$ cat config.mk
export PLATFORM = sky130hd
export DESIGN_NAME = byte_ring_fifo_burst
export DESIGN_NICKNAME = d
export VERILOG_FILES = /design/src/rtl/brf_pkg.sv /design/src/rtl/byte_ring_fifo_burst.sv
export SDC_FILE = /design/constraint.sdc
export NUM_CORES = 2
export LEC_CHECK = 0
export BUFFER_PORTS_ARGS = -buffer_cell sky130_fd_sc_hd__buf_2
export CORE_MARGIN = 2
export CORE_UTILIZATION = 65
export CTS_BUF_LIST = sky130_fd_sc_hd__clkbuf_4 sky130_fd_sc_hd__clkbuf_8
export DETAILED_ROUTE_END_ITERATION = 6
export GPL_TIMING_DRIVEN = 0
export PLACE_DENSITY = 0.9
export SETUP_SLACK_MARGIN = 0.05
export SLEW_MARGIN = 5
export SYNTH_ARGS = -nofsm -noshare
export SYNTH_HDL_FRONTEND = slang
export SYNTH_SLANG_ARGS = --single-unit
$ cat constraint.sdc
create_clock -name clk -period 7.61 [get_ports clk]
set_input_delay 1.1415 -clock clk [delete_from_list [all_inputs] [get_ports clk]]
set_output_delay 1.1415 -clock clk [all_outputs]
set_load 0.01 [all_outputs]
$ cat src/rtl/brf_pkg.sv
// Shared types and constants for the byte ring buffer.
`default_nettype none
package brf_pkg;

  localparam int unsigned MAX_BURST = 8;

  typedef enum logic [1:0] {
    REQ_PUSH = 2'd0,
    REQ_POP  = 2'd1,
    REQ_PEEK = 2'd2,
    REQ_SKIP = 2'd3
  } req_t;

  typedef enum logic [1:0] {
    ST_OK      = 2'd0,
    ST_NOSPACE = 2'd1,
    ST_NODATA  = 2'd2
  } status_t;

  typedef enum logic [3:0] {
    S_IDLE = 4'b0001,
    S_PUSH = 4'b0010,
    S_READ = 4'b0100,
    S_FIN  = 4'b1000
  } state_t;

endpackage
`default_nettype wire

$ cat src/rtl/byte_ring_fifo_burst.sv
// Byte ring buffer with burst push, pop, peek and skip requests.
// Steps: a push of n bytes (n >= 1) writes a byte per S_PUSH state, a pop or peek reads
// one per S_READ state, then S_FIN registers the result; a skip, a zero count or a failed
// request goes straight to S_FIN; no output stall. Throughput: one byte per cycle through
// the single-port byte store; a new request is taken in the previous one's result cycle.
// Reset: pointers clear, ring size returns to 256 (or DEPTH if smaller); store is not cleared.
`default_nettype none
module byte_ring_fifo_burst #(
  parameter int unsigned DEPTH = 256
) (
  input  wire logic        clk,
  input  wire logic        rst_n,
  input  wire logic        start,
  output logic             busy,
  input  wire logic [1:0]  in_req_type,
  input  wire logic [3:0]  in_count,
  input  wire logic [63:0] in_push_bytes,
  output logic             out_valid,
  output logic [63:0]      out_pop_bytes,
  output logic [1:0]       out_status,
  output logic [7:0]       out_fill_level,
  input  wire logic        cfg_valid,
  output logic             cfg_ready,
  input  wire logic [8:0]  cfg_ring_size
);
  import brf_pkg::*;

  localparam int unsigned PW       = $clog2(DEPTH);
  localparam int unsigned SW       = $clog2(DEPTH + 1);
  localparam int unsigned RST_SIZE = (DEPTH < 256) ? DEPTH : 256;

  logic [7:0] mem [DEPTH];

  state_t        state_r, state_nxt;
  logic [SW-1:0] size_r, size_nxt;
  logic [PW-1:0] wp_r, wp_nxt;
  logic [PW-1:0] rp_r, rp_nxt;
  logic [PW-1:0] ptr_r, ptr_nxt;
  logic [2:0]    idx_r, idx_nxt;
  logic [3:0]    cnt_r, cnt_nxt;
  req_t          req_r, req_nxt;
  status_t       stat_r, stat_nxt;
  logic [63:0]   data_r, data_nxt;
  logic [63:0]   res_r, res_nxt;
  logic          pend_r, pend_nxt;
  logic [2:0]    pidx_r, pidx_nxt;
  logic [7:0]    rd_data_r;

  logic          out_valid_r, out_valid_nxt;
  logic [63:0]   out_bytes_r, out_bytes_nxt;
  logic [1:0]    out_stat_r, out_stat_nxt;
  logic [7:0]    out_fill_r, out_fill_nxt;

  logic [SW-1:0] fill_cur;
  logic [SW-1:0] free_cur;
  logic [SW-1:0] fill_new;
  logic [3:0]    cnt_sat;
  logic [31:0]   cfg_ext;
  logic          accept;
  logic          mem_we;

  function automatic logic [PW-1:0] wrap_add(logic [PW-1:0] p, logic [3:0] n,
                                             logic [SW-1:0] sz);
    logic [SW+4:0] s;
    s = (SW + 5)'(p) + (SW + 5)'(n);
    if (s >= (SW + 5)'(sz)) begin
      s = s - (SW + 5)'(sz);
    end
    return PW'(s);
  endfunction

  function automatic logic [SW-1:0] held(logic [PW-1:0] w, logic [PW-1:0] r,
                                         logic [SW-1:0] sz);
    logic [SW:0] d;
    if (w >= r) begin
      d = (SW + 1)'(w) - (SW + 1)'(r);
    end else begin
      d = (SW + 1)'(w) + (SW + 1)'(sz) - (SW + 1)'(r);
    end
    return SW'(d);
  endfunction

  assign busy      = (state_r != S_IDLE);
  assign cfg_ready = (state_r == S_IDLE) && !start;
  assign accept    = start && (state_r == S_IDLE);
  assign cfg_ext   = 32'(cfg_ring_size);
  assign cnt_sat   = (in_count > 4'(MAX_BURST)) ? 4'(MAX_BURST) : in_count;
  assign fill_cur  = held(wp_r, rp_r, size_r);
  assign free_cur  = size_r - SW'(1) - fill_cur;
  assign fill_new  = held(wp_nxt, rp_nxt, size_r);
  assign mem_we    = (state_r == S_PUSH);

  assign out_valid      = out_valid_r;
  assign out_pop_bytes  = out_bytes_r;
  assign out_status     = out_stat_r;
  assign out_fill_level = out_fill_r;

  always_comb begin
    state_nxt     = state_r;
    size_nxt      = size_r;
    wp_nxt        = wp_r;
    rp_nxt        = rp_r;
    ptr_nxt       = ptr_r;
    idx_nxt       = idx_r;
    cnt_nxt       = cnt_r;
    req_nxt       = req_r;
    stat_nxt      = stat_r;
    data_nxt      = data_r;
    res_nxt       = res_r;
    pend_nxt      = pend_r;
    pidx_nxt      = pidx_r;
    out_valid_nxt = 1'b0;
    out_bytes_nxt = out_bytes_r;
    out_stat_nxt  = out_stat_r;
    out_fill_nxt  = out_fill_r;

    if (pend_r) begin
      res_nxt[8*pidx_r +: 8] = rd_data_r;
    end

    case (state_r)
      S_IDLE: begin
        if (accept) begin
          req_nxt  = req_t'(in_req_type);
          cnt_nxt  = cnt_sat;
          data_nxt = in_push_bytes;
          res_nxt  = '0;
          idx_nxt  = '0;
          pend_nxt = 1'b0;
          ptr_nxt  = (req_t'(in_req_type) == REQ_PUSH) ? wp_r : rp_r;
          stat_nxt = ST_OK;
          state_nxt = S_FIN;
          if (req_t'(in_req_type) == REQ_PUSH) begin
            if (32'(free_cur) < 32'(cnt_sat)) begin
              stat_nxt = ST_NOSPACE;
            end else if (cnt_sat != 4'd0) begin
              state_nxt = S_PUSH;
            end
          end else begin
            if (32'(fill_cur) < 32'(cnt_sat)) begin
              stat_nxt = ST_NODATA;
            end else if (cnt_sat != 4'd0 && req_t'(in_req_type) != REQ_SKIP) begin
              state_nxt = S_READ;
            end
          end
        end else if (cfg_valid) begin
          if (cfg_ext < 32'd2) begin
            size_nxt = SW'(2);
          end else if (cfg_ext > 32'(DEPTH)) begin
            size_nxt = SW'(DEPTH);
          end else begin
            size_nxt = SW'(cfg_ext);
          end
          wp_nxt = '0;
          rp_nxt = '0;
        end
      end
      S_PUSH: begin
        ptr_nxt = wrap_add(ptr_r, 4'd1, size_r);
        idx_nxt = idx_r + 3'd1;
        if ({1'b0, idx_r} == cnt_r - 4'd1) begin
          state_nxt = S_FIN;
        end
      end
      S_READ: begin
        pend_nxt = 1'b1;
        pidx_nxt = idx_r;
        ptr_nxt  = wrap_add(ptr_r, 4'd1, size_r);
        idx_nxt  = idx_r + 3'd1;
        if ({1'b0, idx_r} == cnt_r - 4'd1) begin
          state_nxt = S_FIN;
        end
      end
      S_FIN: begin
        pend_nxt = 1'b0;
        if (stat_r == ST_OK) begin
          case (req_r)
            REQ_PUSH: wp_nxt = ptr_r;
            REQ_POP:  rp_nxt = ptr_r;
            REQ_SKIP: rp_nxt = wrap_add(rp_r, cnt_r, size_r);
            default:  rp_nxt = rp_r;
          endcase
        end
        out_valid_nxt = 1'b1;
        out_bytes_nxt = (stat_r == ST_OK && (req_r == REQ_POP || req_r == REQ_PEEK)) ?
                        res_nxt : 64'd0;
        out_stat_nxt  = stat_r;
        out_fill_nxt  = 8'(fill_new);
        state_nxt     = S_IDLE;
      end
      default: begin
        state_nxt = S_IDLE;
      end
    endcase
  end

  always_ff @(posedge clk) begin
    if (!rst_n) begin
      state_r     <= S_IDLE;
      size_r      <= SW'(RST_SIZE);
      wp_r        <= '0;
      rp_r        <= '0;
      pend_r      <= 1'b0;
      out_valid_r <= 1'b0;
    end else begin
      state_r     <= state_nxt;
      size_r      <= size_nxt;
      wp_r        <= wp_nxt;
      rp_r        <= rp_nxt;
      pend_r      <= pend_nxt;
      out_valid_r <= out_valid_nxt;
    end
  end

  always_ff @(posedge clk) begin
    ptr_r       <= ptr_nxt;
    idx_r       <= idx_nxt;
    cnt_r       <= cnt_nxt;
    req_r       <= req_nxt;
    stat_r      <= stat_nxt;
    data_r      <= data_nxt;
    res_r       <= res_nxt;
    pidx_r      <= pidx_nxt;
    out_bytes_r <= out_bytes_nxt;
    out_stat_r  <= out_stat_nxt;
    out_fill_r  <= out_fill_nxt;
  end

  always_ff @(posedge clk) begin
    if (mem_we) begin
      mem[ptr_r] <= data_r[8*idx_r +: 8];
    end
    rd_data_r <= mem[ptr_r];
  end

endmodule
`default_nettype wire
[Yosys cells after proc, flatten, opt, wreduce, memory -nomap -nowiden]
Memory sizes are Yosys's and may differ from the RTL's. A register that Yosys moved wholly into a read port is not among the register bits.
Index checks and enable logic that the tools add are counted.
Operators by class
  mux-type cells: 42
  order comparisons: 9
  eq/ne operators: 12
  add/sub/neg operators: 15
  bitwise logic cells: 1
  shift operators: 3
  reductions and logical operators: 18
Operators by type and width (count)
  64-bit two-way mux: 3
  8-bit two-way mux: 12
  64-bit bitwise mux: 1
  8-bit one-hot mux with 2 select lines: 4
  8-bit by 34-bit variable shift with 64-bit output, first input constant: 1
  64-bit by 7-bit variable part select with 8-bit output: 1
  8-bit by 34-bit variable part select with 64-bit output: 1
  6-bit negation with 34-bit output: 1
  4-bit two-way mux: 8
  8-bit subtractor: 4
  9-bit two-way mux: 3
  9-bit greater-or-equal comparator: 2
  9-bit by 4-bit less-than comparator with 1-bit output: 2
  8-bit greater-or-equal comparator: 2
  8-bit by 1-bit adder with 9-bit output, second input constant: 1
  8-bit by 4-bit adder with 9-bit output: 1
  8-bit by 9-bit adder with 9-bit output: 1
  9-bit greater-than comparator, second input constant: 1
  9-bit by 2-bit less-than comparator with 1-bit output, second input constant: 1
  8-bit by 8-bit subtractor with 9-bit output: 1
  9-bit by 1-bit subtractor with 9-bit output, second input constant: 1
  9-bit by 8-bit subtractor with 9-bit output: 1
  9-bit subtractor: 1
  8-bit adder: 1
  other kinds (30): 45
Word-level totals
  bits in writable memories: 2048
  input bits: 83
  output and inout port bits: 77
  logic and storage cells: 118
  bits in registers: 255
  memories: 1
Memory list
  mem: words 256, width 8, rd ports 1, clocked after memory_dff 1, wr ports 1, RTL line byte_ring_fifo_burst.sv:32  | logic [7:0] mem [DEPTH];

[Longest topological paths before layout]
  word-level depth: 9
  depth in mapped cells: 29
  depth with buffers taken out: 28

[Least setup slack after synthesis]
No wires, ideal clock.
  kind: register to register
  start: reg state_r[0]
  end: reg out_fill_r[7] (netlist: out_fill_level[7]) (data pin)
  path buffers: 1
  arrival time: 6000 ps
  period minus slack after synthesis: 6267 ps
  library setup time: 267 ps
  data required time: 7343 ps
  stages on the path, launching flop included: 18
  path slack: 1343 ps
  cells stage by stage: dfxtp_1 > nor4b_4 > o211ai_1 > clkbuf_1 > a31oi_1 > inv_1 > fa_1 > inv_1 > ha_1 > a21o_1 > a21oi_1 > nor2b_1 > o21a_1 > nor4_1 > nor3_1 > xnor2_1 > xnor2_1 > mux2i_1
On the way
  elaborated cells on any way between the ends: 12
  classes of those cells: add/sub (3); order compare (1); eq/ne (2); mux (5); reduce/logical (1)
RTL lines
  from (decl): RTL line byte_ring_fifo_burst.sv:34  | state_t state_r, state_nxt;
  from (signal assigned): RTL line byte_ring_fifo_burst.sv:206  | state_r <= state_nxt;
  4-bit by 1-bit == test with 1-bit output: RTL line byte_ring_fifo_burst.sv:85, byte_ring_fifo_burst.sv:121
  1-bit logical AND: RTL line byte_ring_fifo_burst.sv:85  | assign accept = start && (state_r == S_IDLE);
  8-bit two-way mux: RTL line byte_ring_fifo_burst.sv:123  | if (accept) begin
  8-bit one-hot mux with 2 select lines (*): RTL line byte_ring_fifo_burst.sv:121  | case (state_r)
  net rp_nxt[1]: RTL line byte_ring_fifo_burst.sv:37  | logic [PW-1:0] rp_r, rp_nxt;
  8-bit subtractor (tied with other cells): RTL line byte_ring_fifo_burst.sv:78  | d = (SW + 1)'(w) + (SW + 1)'(sz) - (SW + 1)'(r);
  8-bit two-way mux (*): RTL line byte_ring_fifo_burst.sv:75  | if (w >= r) begin
  net fill_new[7]: RTL line byte_ring_fifo_burst.sv:56  | logic [SW-1:0] fill_new;
  to (signal assigned): RTL line byte_ring_fifo_burst.sv:226  | out_fill_r <= out_fill_nxt;
  to (decl): RTL line byte_ring_fifo_burst.sv:52  | logic [7:0] out_fill_r, out_fill_nxt;
The timed path passes the listed nets; every way through them passes the cells marked *.
A chain may end at the register's enable or synchronous reset.

[Worst setup path after layout]
  start: reg ptr_r[1]
  end: mem mem[89][4], enable pin
RTL lines
  from (decl): RTL line byte_ring_fifo_burst.sv:38  | logic [PW-1:0] ptr_r, ptr_nxt;
  from (signal assigned): RTL line byte_ring_fifo_burst.sv:216  | ptr_r <= ptr_nxt;
  to (decl): RTL line byte_ring_fifo_burst.sv:32
Straight into the memory's write port.

==> impl_metrics.ini <==
[global_route]
grt_pass1_wl_mm = 417
antenna_found_initial = 27
grt_max_degree = 154
grt_overflow = 0
grt_util_all_layers_pct = 42.9
grt_pass1_vias = 53000

[sta]
finalHoldViolCount = 0
finalCriticalPeriod_ps = 7790
slew_headroom_pct = -8.29
fmax_mhz = 128
rsz0062_at_grt = no
maxSlewViolCount = 76
holdWs_ps = 246
worst_slew_pin_slew_ps = 1620
fin_crit_sh_pct = 102
setup_violations = 58
fin_ws_ps = -184
fin_skew_ps = 101

[run]
cap_violations = 7

[setup_path]
critPathLaunchType = register
crit_path_start = ptr_r[1]
regToRegEndpoint = mem[89][4]
cp_max_fo = 10
cp_cell_sequence = buf_2 > buf_2 > buf_1 > clkbuf_2 > buf_2 > inv_1 > ha_1 > nand2_1 > clkbuf_1 > nor2_1
rr_worst_depth = 10
critical_path.endpoint = mem[89][4]
cp_slowest_stage_delay_ps = 1230
path_class = register to register
required_ps = 8250
r2r_setup_slack_ps = -180
r2r_start = ptr_r[1]
end_kind = register
crit_top_cell = buf_2
critical-path-slowest-cell = clkbuf_1
crit_arrival_ps = 8430

[pwr]
p_per_area_nw_per_um2 = 333
clockPowerShare_pct = 30.6
pwr-share-comb_pct = 23.6
seqPwrFrac_pct = 45.8
p_leak_nw = 33.3
p_int_mw = 23.6
switching_share_pct = 31.5
ir_drop_uv = 307
p_sw_mw = 10.8

[cells_and_area]
num-nets-final = 5299
fin_area_um2 = 103000
area_delta_synth_final_pct = 11.7
drive_gt1_share_pct = 29.1
layoutNonFillerInstCount = 7290

[yosys]
postSynthCellCount = 4565
yosysWarnings = 0
synth_edf_count = 2208
syn-cell-area_um2 = 92500
syn_nets = 4750
ys_ff_latch = 2311
synthDistinctLibCells = 75
synthArstFlopShare_pct = 0
postSynthAreaPerCell_um2 = 20.3
yosys_most_used_dff = edfxtp_1
ys_seq_area_share_pct = 73.9

[die]
rows = 138
start_util_pct = 65.4
ioPinCount = 160
die_area_um2 = 145000
die_w_um = 381
die_y_um = 381
coreArea_um2 = 141000

[place]
port-buffer-count = 159
hpwlAfterDp_mm = 197
place_area_um2 = 96200
place_ws_ps = 456
dp.cells = 6632
globalplace.congestion = 1.05

[outcome]
violations = design-rule violations, max-capacitance violations, max-slew violations, negative setup slack
status = complete, but fails checks

[clocking]
postCtsSetupBuffers = 0
cts.clk_slew.worst_paths_ps = 60
clk_path_buf_depth = 4
cts-root-buf = clkbuf_8
numCtsBuffers = 367
h-tree-depth = 5
clk_latency_ps = 1150
cts_tree = built
holdBufCountCts = 0
cts_sinks = 2311

[detailed_routing]
first_pass_iters = 7
drt-initial-drc-count = 10900
route.detailed.drc = 72
viasPerCell = 7.61
drt_wl_total_mm = 310
avgRoutedWirePerCell_um = 42.5
routed-via-count = 55500
antenna_left = 0

[hold_path]
holdCritPathClass = primary input to register
[cells in the mapped netlist, types with 10 or more instances]
library cell  instances  area [um^2]
ha_1                 82         1030
mux2_2               18          203
mux4_2              658        14800
clkbuf_1            129          484
a21oi_1              95          475
nor3_1               19         95.1
dfxtp_1             103         2060
a21o_1               17          128
a22o_1               10         87.6
a31oi_1              11         68.8
nand2b_1             13         81.3
mux2i_1              48          480
nand4_1              19          119
buf_1                26         97.6
buf_4                16          120
fa_1                 20          400
nand3_1              34          170
edfxtp_1           2208        66300
nand2_1              93          349
inv_1                94          353
buf_6                19          214
o21ai_0              27          135
nor3b_1              10         75.1
xnor2_1              42          368
buf_2                44          220
nor2_1              496         1860
a22oi_1              14          105
xor2_1               24          210
and3_1               16          100
nor2b_1              41          257
[worst max-delay path, delay by kind of cell (launching register included)]
family	cells	cell delay, ps
flops	1	620
simple gates	2	1230
fa+ha+maj	1	300
buf+inv	7	5080
[how the worst min path moves through the flow]
stage / startpoint / to / cells after the start
final: in_push_bytes[53] / data_r[53] / 1
after global routing: in_push_bytes[53] / data_r[53] / 1
after CTS: in_push_bytes[1] / data_r[1] / 1
after detailed placement: idx_r[2] / pidx_r[2] / 0
after global placement: stat_r[1] / out_status[1] / 0
after floorplan: idx_r[2] / pidx_r[2] / 0
[layout by cell type (no fill, tap or decap), types with 20 or more instances in the layout]
master,instances
edfxtp_1,2208
mux4_2,658
nor2_1,496
clkbuf_8,375
buf_2,218
dfxtp_1,103
clkbuf_4,97
a21oi_1,95
inv_1,94
nand2_1,93
clkinv_1,86
clkbuf_1,82
ha_1,82
clkbuf_2,48
mux2i_1,48
clkinv_2,48
xnor2_1,42
nor2b_1,41
nand3_1,34
o21ai_0,27
buf_6,25
xor2_1,24
diode_2,23
fa_1,20
[state kept, by name, indices dropped and copies added (netlist names), 8 cells and up]
signal,cells
out_pop_bytes,64
ptr_r,8
data_r,64
mem,2048
wp_r,8
rp_r,8
rd_data_r,8
out_fill_level,8
size_r,9
res_r,64
[final cells by class]
| type | count | area [um^2] |
|---|---|---|
| Tap cell | 1890 | 2360 |
| Timing Repair Buffer | 180 | 1220 |
| Clock inverter | 161 | 1130 |
| Multi-Input combinational cell | 1923 | 22700 |
| Fill cell | 7406 | 38100 |
| Inverter | 95 | 357 |
| Antenna cell | 23 | 57.6 |
| Sequential cell | 2311 | 68400 |
| Buffer | 236 | 1250 |
| Clock buffer | 471 | 5880 |
[power groups by stage]
stage | registers [mW] | clock network [mW] | logic, mW
floorplan | 16.1 | 0 | 3.90
global placement | 16.4 | 0 | 6.94
detailed placement | 16.0 | 0 | 7.52
CTS | 15.7 | 10.4 | 7.54
global route | 15.7 | 10.9 | 7.95
finish | 15.8 | 10.5 | 8.10
[per-layer routing]
metal	global-route usage (%)	up-vias	share of wire, %	wire [um]
met5	0.661	-	0.092	285
met4	31.6	18	9.8	30300
met3	21.8	1706	18	57000
met2	60.8	6803	43	133000
met1	50.3	27200	29	89200
li1	-	19700	-	-
[cell families after synthesis]
group / share of synthesized area, %
AO/OA/AOI/OAI: 1.77
buffers and inverters: 1.65
AND/OR/NAND/NOR: 3.68
adder cells (fa/ha/maj): 1.57
flip-flops: 73.9
multiplexers: 16.8
XOR/XNOR: 0.625
[per-stage QoR]
stage                     util [%]  power [mW]  TNS (ps)
after floorplan                  -        20.0         0
after global placement        67.6        23.3      -249
after detailed placement      68.1        23.5         0
after CTS                     73.0        33.6         0
after global routing          73.0        34.6         0
final                         73.1        34.4     -5000
[repair_timing]
action / in CTS / in global routing
hold endpoints to repair: 0 / 0
setup endpoints to repair: 0 / 1
resized for setup: 0 / 1
Note: power is estimated with default switching activity, not from simulation.
